<file path="config.mk">
export PLATFORM = sky130hd
export DESIGN_NAME = text_tokenizer_djb2_hash_top
export DESIGN_NICKNAME = d
export VERILOG_FILES = /design/src/sv/tth_pkg.sv /design/src/sv/tth_front.sv /design/src/sv/tth_queue.sv /design/src/sv/tth_back.sv /design/src/sv/text_tokenizer_djb2_hash_top.sv
export SDC_FILE = /design/constraint.sdc
export NUM_CORES = 1
export LEC_CHECK = 0
export ABC_AREA = 1
export BUFFER_PORTS_ARGS = -buffer_cell sky130_fd_sc_hd__buf_2
export CAP_MARGIN = 20
export CORE_MARGIN = 1
export CORE_UTILIZATION = 47
export CTS_CLUSTER_DIAMETER = 60
export DETAILED_ROUTE_END_ITERATION = 10
export GPL_TIMING_DRIVEN = 0
export PLACE_DENSITY = 0.74
export SKIP_LAST_GASP = 1
export SYNTH_ARGS = -nofsm -noshare
export SYNTH_HDL_FRONTEND = slang
export SYNTH_SLANG_ARGS = --single-unit
</file>
<file path="constraint.sdc">
create_clock -name clk -period 6.37 [get_ports clk]
set_clock_uncertainty 0.15 [all_clocks]
set_input_delay 0.637 -clock clk [delete_from_list [all_inputs] [get_ports clk]]
set_output_delay 0.637 -clock clk [all_outputs]
set_load 0.03 [all_outputs]
</file>
<file path="src/sv/tth_pkg.sv">
// Package for the text tokenizer with djb2 hashing.
// Holds the transaction types, the queue entry type and fixed constants.
// No dependencies.
package tth_pkg;

  // Input transaction: one text byte and the end-of-text flag.
  typedef struct packed {
    logic [7:0] text_byte;
    logic       text_end;
  } tth_in_t;

  // Result transaction: one finished token.
  typedef struct packed {
    logic [31:0] token_hash;
    logic [11:0] bucket_index;
    logic [7:0]  token_length;
    logic [31:0] token_position;
  } tth_out_t;

  // Classified byte, as queued between front and back.
  typedef struct packed {
    logic       is_word;
    logic [7:0] ch;
    logic       last;
  } tth_char_t;

  localparam logic [31:0] HASH_SEED   = 32'd5381;
  localparam int unsigned HASH_SHIFT  = 5;
  localparam logic [7:0]  MAX_LEN     = 8'd128;
  localparam int unsigned NUM_BUCKETS = 4096;
  localparam logic [31:0] BUCKET_MASK = 32'(NUM_BUCKETS - 1);

  localparam logic [7:0] CH_DIGIT_LO = 8'h30;
  localparam logic [7:0] CH_DIGIT_HI = 8'h39;
  localparam logic [7:0] CH_UPPER_LO = 8'h41;
  localparam logic [7:0] CH_UPPER_HI = 8'h5A;
  localparam logic [7:0] CH_LOWER_LO = 8'h61;
  localparam logic [7:0] CH_LOWER_HI = 8'h7A;
  localparam logic [7:0] CASE_OFFSET = 8'h20;

endpackage

</file>
<file path="src/sv/tth_front.sv">
// Front end: classifies each incoming byte as word or separator and lowercases it.
// Depends on tth_pkg.
module tth_front (
  input  tth_pkg::tth_in_t   in_data,
  output tth_pkg::tth_char_t char_out
);

  logic       is_digit;
  logic       is_upper;
  logic       is_lower;

  always_comb begin
    is_digit = in_data.text_byte inside {[tth_pkg::CH_DIGIT_LO : tth_pkg::CH_DIGIT_HI]};
    is_upper = in_data.text_byte inside {[tth_pkg::CH_UPPER_LO : tth_pkg::CH_UPPER_HI]};
    is_lower = in_data.text_byte inside {[tth_pkg::CH_LOWER_LO : tth_pkg::CH_LOWER_HI]};
  end

  always_comb begin
    char_out.is_word = is_digit | is_upper | is_lower;
    char_out.ch      = is_upper ? in_data.text_byte + tth_pkg::CASE_OFFSET
                                : in_data.text_byte;
    char_out.last    = in_data.text_end;
  end

endmodule

</file>
<file path="src/sv/tth_queue.sv">
// Short FIFO of classified bytes between the front end and the hash engine.
// Depends on tth_pkg.
module tth_queue #(
  parameter int unsigned DEPTH = 4
) (
  input  logic               clk,
  input  logic               rst_n,
  input  logic               push,
  input  tth_pkg::tth_char_t push_data,
  output logic               full,
  input  logic               pop,
  output logic               not_empty,
  output tth_pkg::tth_char_t head
);

  localparam int unsigned PTR_W = (DEPTH > 1) ? $clog2(DEPTH) : 1;
  localparam int unsigned CNT_W = $clog2(DEPTH + 1);

  tth_pkg::tth_char_t entry_r [DEPTH];
  logic [PTR_W-1:0] wr_ptr_r, wr_ptr_nxt;
  logic [PTR_W-1:0] rd_ptr_r, rd_ptr_nxt;
  logic [CNT_W-1:0] count_r, count_nxt;

  assign full      = (count_r == CNT_W'(DEPTH));
  assign not_empty = (count_r != '0);
  assign head      = entry_r[rd_ptr_r];

  always_comb begin
    wr_ptr_nxt = wr_ptr_r;
    rd_ptr_nxt = rd_ptr_r;
    count_nxt  = count_r;
    if (push) begin
      wr_ptr_nxt = (wr_ptr_r == PTR_W'(DEPTH - 1)) ? '0 : wr_ptr_r + 1'b1;
    end
    if (pop) begin
      rd_ptr_nxt = (rd_ptr_r == PTR_W'(DEPTH - 1)) ? '0 : rd_ptr_r + 1'b1;
    end
    case ({push, pop})
      2'b10:   count_nxt = count_r + 1'b1;
      2'b01:   count_nxt = count_r - 1'b1;
      default: count_nxt = count_r;
    endcase
  end

  always_ff @(posedge clk) begin
    if (!rst_n) begin
      wr_ptr_r <= '0;
      rd_ptr_r <= '0;
      count_r  <= '0;
    end else begin
      wr_ptr_r <= wr_ptr_nxt;
      rd_ptr_r <= rd_ptr_nxt;
      count_r  <= count_nxt;
    end
  end

  always_ff @(posedge clk) begin
    if (push) begin
      entry_r[wr_ptr_r] <= push_data;
    end
  end

endmodule

</file>
<file path="src/sv/tth_back.sv">
// Back end: folds queued bytes into the running djb2 hash and emits finished tokens.
// Depends on tth_pkg.
module tth_back (
  input  logic               clk,
  input  logic               rst_n,
  input  logic               char_valid,
  input  tth_pkg::tth_char_t char_in,
  output logic               char_pop,
  output logic               out_valid,
  input  logic               out_stall,
  output tth_pkg::tth_out_t  out_data
);

  logic        inside_r, inside_nxt;
  logic [7:0]  len_r, len_nxt;
  logic [31:0] hash_r, hash_nxt;
  logic [31:0] pos_r, pos_nxt;
  logic        out_valid_r, out_valid_nxt;
  tth_pkg::tth_out_t out_data_r, out_data_nxt;

  logic        emit;
  logic [7:0]  base_len;
  logic [31:0] base_hash;
  logic [7:0]  tok_len;
  logic [31:0] tok_hash;

  // Take a byte whenever the output slot is free or drains this cycle.
  assign char_pop = char_valid && (!out_valid_r || !out_stall);

  always_comb begin
    base_len  = inside_r ? len_r : 8'd0;
    base_hash = inside_r ? hash_r : tth_pkg::HASH_SEED;
    tok_len   = base_len;
    tok_hash  = base_hash;
    if (char_in.is_word && (base_len < tth_pkg::MAX_LEN)) begin
      tok_hash = (base_hash << tth_pkg::HASH_SHIFT) + base_hash + {24'd0, char_in.ch};
      tok_len  = base_len + 8'd1;
    end
  end

  always_comb begin
    emit       = 1'b0;
    inside_nxt = inside_r;
    len_nxt    = len_r;
    hash_nxt   = hash_r;
    pos_nxt    = pos_r;
    if (char_pop) begin
      if (char_in.is_word) begin
        emit       = char_in.last;
        inside_nxt = !char_in.last;
        len_nxt    = char_in.last ? 8'd0 : tok_len;
        hash_nxt   = char_in.last ? tth_pkg::HASH_SEED : tok_hash;
      end else if (inside_r) begin
        emit       = 1'b1;
        inside_nxt = 1'b0;
        len_nxt    = 8'd0;
        hash_nxt   = tth_pkg::HASH_SEED;
        pos_nxt    = pos_r + 32'd1;
      end
      if (char_in.last) begin
        pos_nxt = 32'd0;
      end
    end
  end

  always_comb begin
    out_data_nxt                = out_data_r;
    out_valid_nxt               = out_valid_r && out_stall;
    if (char_pop) begin
      out_valid_nxt = emit;
    end
    if (emit) begin
      out_data_nxt.token_hash     = tok_hash;
      out_data_nxt.bucket_index   = 12'(tok_hash & tth_pkg::BUCKET_MASK);
      out_data_nxt.token_length   = tok_len;
      out_data_nxt.token_position = pos_r;
    end
  end

  always_ff @(posedge clk) begin
    if (!rst_n) begin
      inside_r    <= 1'b0;
      len_r       <= 8'd0;
      hash_r      <= tth_pkg::HASH_SEED;
      pos_r       <= 32'd0;
      out_valid_r <= 1'b0;
    end else begin
      inside_r    <= inside_nxt;
      len_r       <= len_nxt;
      hash_r      <= hash_nxt;
      pos_r       <= pos_nxt;
      out_valid_r <= out_valid_nxt;
    end
  end

  always_ff @(posedge clk) begin
    out_data_r <= out_data_nxt;
  end

  assign out_valid = out_valid_r;
  assign out_data  = out_data_r;

endmodule

</file>
<file path="src/sv/text_tokenizer_djb2_hash_top.sv">
// Top level of the streaming tokenizer with djb2 token hashing.
// Depends on tth_pkg, tth_front, tth_queue and tth_back.
//
//   channel | direction | handshake           | payload
//   in      | input     | in_valid / in_stall | tth_in_t  (text_byte, text_end)
//   out     | output    | out_valid/out_stall | tth_out_t (hash, bucket, length, pos)
//
// One byte per cycle sustained while out_stall is low. With an empty queue, the byte that
// ends a token is written into the queue entry; the back end then pops it and registers
// the token result in its output register, from which it is offered.
// The hash engine folds each word byte, up to MAX_LEN, into its state (shift-add by 33).
// Reset is synchronous and clears the queue, token state and output valid.
// An output stall fills the QUEUE_DEPTH-entry queue; in_stall rises when it is full.
module text_tokenizer_djb2_hash_top #(
  parameter int unsigned QUEUE_DEPTH = 4
) (
  input  logic              clk,
  input  logic              rst_n,
  input  logic              in_valid,
  output logic              in_stall,
  input  tth_pkg::tth_in_t  in_data,
  output logic              out_valid,
  input  logic              out_stall,
  output tth_pkg::tth_out_t out_data
);

  tth_pkg::tth_char_t front_char;
  tth_pkg::tth_char_t head_char;
  logic               q_full;
  logic               q_not_empty;
  logic               q_pop;
  logic               q_push;

  assign in_stall = q_full;
  assign q_push   = in_valid && !q_full;

  tth_front u_front (
    .in_data  (in_data),
    .char_out (front_char)
  );

  tth_queue #(
    .DEPTH (QUEUE_DEPTH)
  ) u_queue (
    .clk       (clk),
    .rst_n     (rst_n),
    .push      (q_push),
    .push_data (front_char),
    .full      (q_full),
    .pop       (q_pop),
    .not_empty (q_not_empty),
    .head      (head_char)
  );

  tth_back u_back (
    .clk        (clk),
    .rst_n      (rst_n),
    .char_valid (q_not_empty),
    .char_in    (head_char),
    .char_pop   (q_pop),
    .out_valid  (out_valid),
    .out_stall  (out_stall),
    .out_data   (out_data)
  );

endmodule

</file>
**After elaboration in Yosys (flattened, before gate mapping)**

Memories as Yosys holds them, arrays and structs flattened. A register that Yosys moved wholly into a read port is not among the register bits.
Index checks and enable logic that the tools add are counted.

- Bitwise logic cells: 2
- $add $sub $neg: 9
- Equal/unequal tests: 6
- Multiplexer cells: 26
- Magnitude comparators: 7
- Reductions and logical operators: 18

Operators with widths:

| kind | count |
|---|---|
| 32-bit two-way mux | 8 |
| 8-bit two-way mux | 6 |
| 32-bit by 1-bit adder with 32-bit output, second input constant | 1 |
| 32-bit adder | 1 |
| 32-bit by 8-bit adder with 32-bit output | 1 |
| 8-bit by 7-bit >= comparator with 1-bit output, second input constant | 2 |
| 8-bit by 7-bit less-or-equal comparator with 1-bit output, second input constant | 2 |
| 8-bit by 1-bit adder with 8-bit output, second input constant | 1 |
| 8-bit by 6-bit adder with 8-bit output, second input constant | 1 |
| 8-bit by 6-bit >= comparator with 1-bit output, second input constant | 1 |
| 8-bit by 6-bit less-or-equal comparator with 1-bit output, second input constant | 1 |
| 8-bit less-than comparator, second input constant | 1 |
| 2-bit two-way mux | 4 |
| 1-bit logical AND | 7 |
| 1-bit two-way mux | 7 |
| 2-bit == test, second input constant | 3 |
| 3-bit one-hot mux with 2 select lines | 1 |
| 2-bit nonzero test | 3 |
| 2-bit by 1-bit adder with 2-bit output, second input constant | 2 |
| 1-bit zero test | 4 |
| 3-bit by 1-bit adder with 3-bit output, second input constant | 1 |
| 3-bit == test, second input constant | 1 |
| 3-bit AND reduction | 1 |
| 3-bit nonzero test | 1 |
| 6 further kinds | 7 |

- Word-level logic and storage cells: 81
- Bits in registers: 165
- Bits in writable memories: 40
- Input bits: 13
- Memories kept: 1
- Output and inout port bits: 86

Memory list:

| name | depth | bits a word | read ports | clocked after Yosys merged registers in | write ports | line | source |
|---|---|---|---|---|---|---|---|
| u_queue.entry_r | 4 | 10 | 1 | 1 | 1 | tth_queue.sv:19 | `tth_pkg::tth_char_t entry_r [DEPTH];` |

**Longest topological paths before layout**

Gate-level depths: netlist of run 1.

- Word-level depth: 6
- Gate-level depth with buffers: 20
- Gate-level depth less buffers: 18

**By module**

A second synthesis of run 1 with hierarchy kept.

- Cells, all modules: 1471
- Area, all modules: 11394.7 um^2

Modules (own cells, without submodules):

| module | cells each | seq. area each (um^2) | instances | area each (um^2) |
|---|---|---|---|---|
| tth_back | 1247 | 3643.5 | 1 | 9059.9 |
| tth_queue | 157 | 1381.3 | 1 | 1981.9 |
| tth_front | 65 | 0.0 | 1 | 342.8 |
| text_tokenizer_djb2_hash_top | 2 | 0.0 | 1 | 10.0 |

**Least setup slack after synthesis of run 1**

No wires, ideal clock.

- Path kind: register -> register
- Start point: reg u_back.inside_r
- End point: reg u_back.out_data_r, in the netlist u_back.out_data[77], data pin
- Stages on the path, launching flop included: 19
- Library setup time: 0.255 ns
- Data required time: 5.965 ns
- Slack: 3.249 ns
- Arrival: 2.716 ns
- Period minus slack after synthesis: 3.121 ns
- Buffers on the path: 2
- Path through: dfxtp_1 -> buf_2 -> buf_2 -> inv_1 -> or2_2 -> ha_1 -> ha_1 -> fa_1 -> nand3_1 -> nand3_1 -> nand2_1 -> nand2_1 -> nand2_1 -> nand2_1 -> nand2_1 -> nand2_1 -> nand2_1 -> nand3_1 -> and2_1

- Cells in the longest elaborated chain, start to end: 4
- Elaborated cells on any way between the ends: 7
- Classes of those cells: add/sub: 2; order compare: 1; mux: 3; reduce/logical: 1

Ends and longest elaborated chain:

| element | line | source |
|---|---|---|
| start, declared | tth_back.sv:14 | `logic inside_r, inside_nxt;` |
| start signal, assigned | tth_back.sv:88 | `inside_r <= inside_nxt;` |
| 32-bit two-way mux or 8-bit two-way mux (tied branches) | tth_back.sv:32, tth_back.sv:31 |  |
| 32-bit adder or 8-bit less-than comparator (tied branches) | tth_back.sv:36, tth_back.sv:35 |  |
| 32-bit by 8-bit adder with 32-bit output or 1-bit logical AND (tied branches) | tth_back.sv:36, tth_back.sv:35 |  |
| 32-bit two-way mux * | tth_back.sv:35 | `if (char_in.is_word && (base_len < tth_pkg::MAX_LEN)) begin` |
| net u_back.tok_hash[25] | tth_back.sv:25 | `logic [31:0] tok_hash;` |
| end signal, assigned | tth_back.sv:97 | `out_data_r <= out_data_nxt;` |
| end, declared | tth_back.sv:19 | `tth_pkg::tth_out_t out_data_r, out_data_nxt;` |

The timed path passes the listed nets; every way through them passes the cells marked *.
A chain may end at the register's enable or synchronous reset.

**Final worst setup path of run 1**

Ends and elaborated chain as after synthesis.

==> results.md, run 1 <==
* Status: finished, final reports clean
* FMAX at 250.9 MHz
* CP peak stage delay at 480 ps
* Cell area after synthesis at 11460 um^2
* Clock Sinks at 195
* Clk pwr share at 19.5%
* CP max-delay cell: fa_1
* Share of layout cells above drive strength 1 at 13.22%
* Die X at 158.2 um
* Power per cell area at 435.7 nW/um^2
* Post_cts resized at 0
* Seq/Total Area, Yosys at 43.84%
* Post-CTS Setup Inserts at 0
* DR vias/cell at 5.090
* CP arrival at 4030 ps
* Synthesized instance count at 1458
* Final hold vios at 0
* Setup violators final at 0
* Initial core utilization at 48.40%
* Path depth of the worst reg2reg path at 19
* CTS buffer count at 17
* CP cell instances: buf_2 > buf_2 > buf_2 > nand2_1 > inv_1 > ha_1 > ha_1 > fa_1 > nand3_1 > nand3_1 > nand2_1 > nand2_1 > nand2_1 > nand2_1 > nand2_1 > nand2_1 > nand2_1 > nand3_1 > and2_1
* Pwr Total at 5.655 mW
* N_diodes at 0
* CTS H-Tree Depth at 4
* DP HPWL at 20.97 mm
* First-pass GRT wire length at 44.57 mm
* Reg clk slew, reported paths at 80 ps
* DR iter-0 viols at 913
* CP endpoint kind: register
* Max rail drop VDD at 0.0003039 V
* TNS Setup at 0 ps
* All-layer global routing usage at 22.95%
* Seq cells post-synth at 195
* DIE AREA at 25020 um^2
* PortBufs at 98
* Post-Syn Area per Cell at 7.862 um^2
* CP dominant cell by count: nand2_1
* DR WL/cell at 14.51 um
* Fin crit share at 62.56%
* Placed cell areas at 12350 um^2
* Worst Tran Pin Value at 987.5 ps
* Hold Crit Class: input pin to register
* CTS max path bufs at 2
* Die Span Y at 158.2 um
* Worst-path fanout max at 10
* Design Area, Final at 12980 um^2
* WS Path Type: register to register
* Final min period at 3985 ps
* Total congestion overflow at 0
* Drc violations at 0
* Core Region at 23680 um^2
* Initial antenna violation count at 0
* ANT nets after route at 0
* Via count of the first global-routing pass at 8908
* Ys async rst share at 0%
* Vias at 9707
* Initial DRT Pass Iterations at 6
* Crit path required time at 6420 ps
* Number of synthesized flops with an enable pin at 112
* WL final at 27.67 mm
* Sw Pwr at 2.572 mW
* Hold depth at 1
* Comb power frac at 46.9%
* Nets at 1662
* Post-synth cell types at 52
* Root Buffer: clkbuf_16
* Placer congestion estimate at 0.9503
* Fin Hold WS at 265.4 ps
* Rows at 56
* Number of I/O pins at 99
* Sequential power share at 33.6%
* Filler cell count at 2192
* Final Max Slew Viols at 0
* CTS tree: built
* Slew headroom at 33.93%
* Internal power at 3.083 mW
* Area grow syn2layout at 13.24%
* Clk_lat worst skew at 440 ps
* Max-cap violation count at 0
* Syn nets at 1545
* Yosys warns at 0
* Leak at 5.849 nW
* Post-synth top flop: edfxtp_1
* Sw Ratio at 45.49%
* CP Launch Type: register
* RSZ-0062 raised after global routing: no
* Largest net degree at the start of global routing at 73
* Cts hold-fix bufs at 0
* Util after Layout at 54.81%
==> state kept, by name (all words and copies together), names as in the netlist, named ones only <==
name	cells
u_queue.entry_r	40
u_queue.count_r	3
u_back.hash_r	32
u_back.len_r	8
u_back.out_data	72
u_queue.wr_ptr_r	2
u_queue.rd_ptr_r	2
u_back.pos_r	32
u_back.out_valid	1
u_back.inside_r	1
==> through the flow <==
stage | cells | setup slack [ps]
2_1_floorplan | 1458 | 3249
3_3_place_gp | 1875 | 2416
3_5_place_dp | 1875 | 2412
4_1_cts | 1907 | 2392
5_1_grt | 1907 | 2168
6_report | 1907 | 2385
==> cells by family after synthesis <==
logic type / synth area share (%)
xor gates and xnor gates: 2.521
muxes: 0.08733
DFF: 43.84
buffers and inverters: 9.639
AOI/OAI and AO/OA: 8.689
and+or+nand+nor: 26.82
adders and majority gates: 8.405
==> layer usage <==
layer | wire, um | part of all wire, % | up-vias | track usage [%]
li1 | - | - | 4946 | -
met1 | 13000 | 47 | 4392 | 32.23
met2 | 12420 | 45 | 341 | 36.49
met3 | 1780 | 6.4 | 28 | 3.258
met4 | 471 | 1.7 | 0 | 6.822
met5 | 0 | 0 | - | 0
==> cells in the mapped netlist, drive strengths merged, types with 4 or more instances <==
cell type  instances  area [um^2]
xor2              10        87.58
edfxtp           112         3363
nor3              39        247.7
nor2             110        417.9
ha                69        863.3
o22ai              7        43.79
a21o               6        45.04
inv              206        773.2
nand2            451         1718
clkbuf            11        41.29
o21ai             44        224.0
buf               38        277.8
or2                6        37.54
and2              15        93.84
fa                 5        100.1
nand3             78        405.4
dfxtp             83         1662
xnor2             23        201.4
nand4             16        100.1
a21oi            102        525.5
a211oi             4        40.03
==> cell usage in the layout (no fill, tap or decap), types with 3 or more instances in the layout <==
cell type and instances:
o21ai_1 17, xnor2_1 23, a21o_1 6, or2_2 6
nor3_1 31, edfxtp_1 112, ha_1 69, buf_4 16
inv_8 4, nand2_4 3, buf_2 110, clkbuf_1 11
nor3_2 6, dfxtp_1 83, inv_2 11, nand3_1 75
inv_1 194, clkinv_8 6, nand3b_1 3, and2_1 15
o22ai_1 7, o21ai_0 26, buf_6 8, xor2_1 10
nand2_1 447, a21oi_1 100, nand4_1 16, clkbuf_16 17
nor2_1 108, fa_1 5, nand3_2 3
==> power by group through the flow <==
stage               registers (mW)  logic [mW]  clock network [mW]
CTS                           1.90        2.65                1.12
global placement              1.94        2.60                   0
finish                        1.90        2.65                1.10
global route                  1.94        2.88                1.17
floorplan                     2.41        1.42                   0
detailed placement            1.93        2.63                   0
==> final timing paths <==
path,to,startpoint,slack [ps]
max,u_back.out_data[77]$_DFFE_PP_,u_back.inside_r$_SDFFE_PN0P_,2380
min,u_queue.entry_r[0][0]$_DFFE_PP_,in_data[0],270
max reg2reg,u_back.out_data[77]$_DFFE_PP_,u_back.inside_r$_SDFFE_PN0P_,2380
min reg2reg,u_back.hash_r[2]$_SDFFE_PN1P_,u_back.hash_r[2]$_SDFFE_PN1P_,310
==> area by class of cell <==
type                    count  area (um^2)  share of cell area [%]
inverters                 209        788.3                   6.073
repair buffers             98        490.5                   3.779
clock buffers              17        425.4                   3.277
plain buffers              49        319.1                   2.458
multi-input cells        1005         5333                   41.08
flip-flops and latches    195         5025                   38.71
clock inverters            15        200.2                   1.542
well taps                 319        399.1                   3.075
==> worst max-delay path, delay by kind of cell, from the launching register on <==
kind,cells,cell delay [ps]
adders and majority gates,3,960
DFF,1,310
and+or+nand+nor,12,1370
buffers and inverters,4,940
Power figures use the tool's default switching activity.
==> run 2: changes to the inputs <==
--- a/config.mk
+++ b/config.mk
@@ -13,7 +13,7 @@
 export CTS_CLUSTER_DIAMETER = 60
 export DETAILED_ROUTE_END_ITERATION = 10
 export GPL_TIMING_DRIVEN = 0
-export PLACE_DENSITY = 0.74
+export PLACE_DENSITY = 0.77
 export SKIP_LAST_GASP = 1
 export SYNTH_ARGS = -nofsm -noshare
 export SYNTH_HDL_FRONTEND = slang
==> constraint.sdc (replaced) <==
create_clock -name clk -period 3.4 [get_ports clk]
set_clock_uncertainty 0.15 [all_clocks]
set_input_delay 0.34 -clock clk [delete_from_list [all_inputs] [get_ports clk]]
set_output_delay 0.34 -clock clk [all_outputs]
set_load 0.03 [all_outputs]
==> run 2 against run 1 <==
Compared with the run above:
- count of clock-buffer cells in the layout unchanged
- largest power group unchanged
- core utilization up 1.5 points
- register-to-register slack worse by 2300 ps
- critical endpoint is now u_back.out_data[76]$_DFFE_PP_
- sequential cell count unchanged
- setup slack worse by 2300 ps
- non-clock buffer count up 14
- worst hold slack worse by 240 ps
==> results.md, run 2 (synthesis gave the netlist of run 1 again) <==
* Area grow syn2layout at 16.24%
* CP Launch Type: register
* Total congestion overflow at 0
* Rows at 56
* Drc violations at 0
* CP delay by family, top: simple AND/OR/NAND/NOR gates
* Die X at 158.2 um
* Status: finished, final reports clean
* Leak at 5.989 nW
* WL final at 29.16 mm
* Commonest non-fill, non-tap cell in the layout: nand2_1
* Vias at 9942
* Util after Layout at 56.26%
* Max-cap violation count at 0
* CP cell instances: buf_6 > clkbuf_8 > o21ai_1 > o22ai_2 > fa_1 > ha_4 > nand2_1 > nand2_2 > a21oi_2 > nand2_1 > nand2_1 > nand2_1 > nand2_1 > nand2_1 > nand2_1 > nand3_1 > and2_1
* Largest net degree at the start of global routing at 73
* Most frequent cells in the layout: nand2_1, inv_1, edfxtp_1
* CP endpoint kind: register
* Slew headroom at 35.91%
* Nets at 1676
* Number of I/O pins at 99
* DR vias/cell at 5.175
* Design Area, Final at 13320 um^2
* Final hold vios at 0
* Final Max Slew Viols at 0
* Root Buffer: clkbuf_16
* Core Region at 23680 um^2
* Largest register FFs at 72
* DP HPWL at 21.57 mm
* CTS max path bufs at 2
* CP max-delay cell: fa_1
* DIE AREA at 25020 um^2
* Clk_lat worst skew at 450 ps
* Initial DRT Pass Iterations at 5
* CP dominant cell by count: nand2_1
* Die Span Y at 158.2 um
* FMAX at 300.4 MHz
* Max rail drop VDD at 0.0006124 V
* Worst-path fanout max at 10
* Placed cell areas at 12350 um^2
* CP peak stage delay at 590 ps
* Clock Sinks at 195
* Filler cell count at 2168
* Reg clk slew, reported paths at 80 ps
* Initial core utilization at 48.40%
* Initial antenna violation count at 0
* CTS H-Tree Depth at 4
* Final min period at 3328 ps
* CTS tree: built
* TNS Setup at 0 ps
* Placer congestion estimate at 0.9402
* Via count of the first global-routing pass at 8952
* Fin Hold WS at 23.15 ps
* Worst path buffer plus inverter count at 2
* Hold Crit Class: input pin to register
* ANT nets after route at 0
* First-pass GRT wire length at 45.44 mm
* N_diodes at 0
* WS Path Type: register to register
* Setup violators final at 0
* All-layer global routing usage at 23.51%
* Share of layout cells above drive strength 1 at 16.92%
* Fin crit share at 97.89%
* Power per cell area at 820.3 nW/um^2
* PortBufs at 98
* DR iter-0 viols at 744
* Worst Tran Pin Value at 957.8 ps
* CTS buffer count at 17
* Hold path start: in_data[1]
* Crit path required time at 3450 ps
* CP arrival at 3370 ps
* DR WL/cell at 15.18 um
==> run 2: changes by cell type in the layout (fill, tap and decap cells not counted), moves of 4 or more <==
cell,previous run,this run
nand2_2,1,16
nand2_1,447,432
ha_1,69,63
clkinv_8,6,2
nand3_2,3,10
buf_4,16,27
nand3_1,75,68
nor2_1,108,101
o21ai_0,26,22
nor2_2,2,9
ha_4,0,6
==> run 2: where the power goes <==
part           leakage, nW  total [mW]  internal, mW  switching, mW
registers             1.73        3.57          3.35          0.222
clock network        0.285        1.98         0.985          0.998
logic                 3.98        5.38          1.64           3.74
total                 5.99        10.9          5.97           4.96
==> run 2: through the flow <==
| step | power, mW | instances | setup WS, ps |
|---|---|---|---|
| 6_report | 10.93 | 1921 | 71.63 |
| 5_1_grt | 11.54 | 1921 | -74.72 |
| 4_1_cts | 10.68 | 1912 | 20.35 |
| 3_5_place_dp | 8.572 | 1875 | -606.9 |
| 3_3_place_gp | 8.503 | 1875 | -563.1 |
| 2_1_floorplan | 7.190 | 1458 | 279.0 |
==> run 2: area by class of cell <==
cell class              count  area (um^2)  share of cell area [%]
multi-input cells        1005         5552                   41.67
flip-flops and latches    195         5029                   37.74
inverters                 209        792.0                   5.944
repair buffers            113        610.6                   4.583
clock buffers              17        425.4                   3.193
well taps                 319        399.1                   2.996
plain buffers              48        365.4                   2.742
clock inverters            15        151.4                   1.136
==> run 2: metal layers <==
layer  global-route usage (%)  part of all wire, %  up-vias
met3                    2.737                  6.3       45
met2                    37.89                   46      347
met5                        0                    0        -
met4                    7.189                  2.0        0
li1                         -                    -     4971
met1                    32.90                   46     4579
==> run 2: timing repair <==
item                       in CTS  in global routing
hold buffers                    3                  0
setup endpoints to repair      51                 39
hold endpoints to repair       12                  0
buffers inserted                2                 10
pin swaps                       8                 12
gates resized for setup        29                 49
==> run 2: worst paths after layout <==
check	to	cells past startpoint	slack, ps
hold reg to reg	u_back.hash_r[2]$_SDFFE_PN1P_	2	310
hold / removal	u_queue.entry_r[0][1]$_DFFE_PP_	1	20
setup / recovery	u_back.out_data[76]$_DFFE_PP_	17	70
setup reg to reg	u_back.out_data[76]$_DFFE_PP_	17	70
==> run 3: changes to the inputs <==
--- a/config.mk
+++ b/config.mk
@@ -9,11 +9,11 @@
 export BUFFER_PORTS_ARGS = -buffer_cell sky130_fd_sc_hd__buf_2
 export CAP_MARGIN = 20
 export CORE_MARGIN = 1
-export CORE_UTILIZATION = 47
+export CORE_UTILIZATION = 35
 export CTS_CLUSTER_DIAMETER = 60
 export DETAILED_ROUTE_END_ITERATION = 10
 export GPL_TIMING_DRIVEN = 0
-export PLACE_DENSITY = 0.77
+export PLACE_DENSITY = 0.62
 export SKIP_LAST_GASP = 1
 export SYNTH_ARGS = -nofsm -noshare
 export SYNTH_HDL_FRONTEND = slang
==> run 3 against run 2 <==
Compared with the run above:
- via count down 2.2%
- clock power up 5%
- critical path depth is 2 lower
- sequential share of layout area fell by 0.49 points
==> results.md, run 3 (synthesis gave the netlist of run 1 again) <==
* Status: finished, final reports clean
* Placed Cells at 1992
* Hold Crit Class: input pin to register
* Crit path required time at 3450 ps
* Setup slack, reg-to-reg at 150 ps
* ANT nets after route at 0
* RSZ-0062 raised after global routing: yes
* CTS tree: built
* Worst path buffer plus inverter count at 2
* Placer congestion estimate at 0.9140
* DP HPWL at 22.51 mm
* Via count of the first global-routing pass at 9211
* Nets at 1677
* Root Buffer: clkbuf_16
* Hold depth at 3
* PortBufs at 98
* First-pass GRT wire length at 47.29 mm
* Drc violations at 0
* CP delay by family, top: simple AND/OR/NAND/NOR gates
* Initial DRT Pass Iterations at 5
* Most frequent cells in the layout: nand2_1, inv_1, edfxtp_1
* Commonest non-fill, non-tap cell in the layout: nand2_1
* Setup violators final at 0
* Max rail drop VDD at 0.0004917 V
* Power per cell area at 812.7 nW/um^2
* CP arrival at 3300 ps
* Multi-input gate area at 5512 um^2
* Share of layout cells above drive strength 1 at 16.66%
* WL final at 29.23 mm
* CTS H-Tree Depth at 4
* Final Max Slew Viols at 0
* Total congestion overflow at 0
* Worst-path fanout max at 10
* Clk_lat worst skew at 450 ps
* Slew headroom at 31.57%
* Levels on crit path at 15
* Core Region at 31880 um^2
* Pre-CTS setup slack at -616.8 ps
* DR WL/cell at 14.34 um
* Rows at 65
* N_diodes at 0
* Max-cap violation count at 0
* Area grow syn2layout at 17.72%
* DR vias/cell at 4.773
* CP max-delay cell: fa_1
* Design Area, Final at 13490 um^2
* Filler cell count at 3237
* CP cell instances: buf_6 > clkbuf_8 > o21ai_1 > o22ai_2 > fa_1 > ha_4 > nand2_1 > nor2_1 > and2_1 > nand2_1 > nand2_2 > nand2_2 > nand3_1 > nand3_1 > and2_1
* CTS max path bufs at 2
* Pwr Total at 10.97 mW
* WS Path Type: register to register
* Non-filler cells, final at 2038
* Leak at 5.995 nW
* FMAX at 307.6 MHz
* Die X at 183.0 um
* Final hold vios at 0
* CP peak stage delay at 490 ps
* Vias at 9727
* Path depth of the worst reg2reg path at 15
* Largest net degree at the start of global routing at 45
* Placed cell areas at 12530 um^2
* Util after Layout at 42.32%
* DR iter-0 viols at 590
* Register Area at 5026 um^2
* Clock Sinks at 195
* CP Launch Type: register
* Fin crit share at 95.63%
* Initial antenna violation count at 0
* Final min period at 3251 ps
* Largest register FFs at 72
* DIE AREA at 33480 um^2
* CTS buffer count at 17
* Reg clk slew, reported paths at 80 ps
* Worst Tran Pin Value at 1023 ps
* All-layer global routing usage at 18.03%
* Number of I/O pins at 99
* Initial core utilization at 35.95%
* Final setup margin at 148.5 ps
* Die Span Y at 183.0 um
* CP endpoint kind: register
[run 3: final cells by class]
class / count / area share (%)
clock buffer: 17 / 3.153
inverter: 209 / 5.870
tap: 435 / 4.034
clock inverter: 15 / 1.335
timing repair buffer: 114 / 4.785
sequential: 195 / 37.25
buffer: 48 / 2.726
multi-input combinational: 1005 / 40.85
[run 3: report_power, final]
group | leakage, nW | switching [mW] | internal, mW
Clock | 0.295 | 1.02 | 1.06
Combinational | 3.97 | 3.66 | 1.64
Sequential | 1.73 | 0.244 | 3.34
[run 3: repair_timing]
item                       CTS  global route
pin swaps                    5            13
hold endpoints to repair    24             0
setup buffers                1             8
setup endpoints to repair   50            38
resized for setup           29            45
hold buffers                 6             0
cloned                       0             0
[run 3: worst paths after layout]
| kind | to | startpoint |
|---|---|---|
| max | u_back.out_data[83]$_DFFE_PP_ | register |
| max reg2reg | u_back.out_data[83]$_DFFE_PP_ | register |
| min | u_queue.wr_ptr_r[1]$_SDFFE_PN0P_ | rst_n |
| min reg2reg | u_back.hash_r[0]$_SDFFE_PN1P_ | u_back.hash_r[0]$_SDFFE_PN1P_ |
[run 3: worst reg2reg max path: stages (launching register included)]
cell	delay, ps
dfxtp_2	370
buf_6	150
clkbuf_8	180
o21ai_1	90
o22ai_2	230
fa_1	490
ha_4	320
nand2_1	80
nor2_1	160
and2_1	150
nand2_1	60
nand2_2	140
nand2_2	100
nand3_1	80
nand3_1	90
and2_1	170
[run 3: through the flow]
stage | hold WS, ps | TNS (ps)
6_report | 64.84 | 0
3_3_place_gp | 282.6 | -51060
2_1_floorplan | 271.6 | 0
4_1_cts | 46.35 | 0
5_1_grt | 64.02 | -105.7
3_5_place_dp | 291.5 | -14880
[run 3: metal layers]
metal	GRT usage, %	wire [um]
met5	0	0
met4	5.467	537
met3	2.760	1315
met2	28.26	12920
met1	25.52	14460
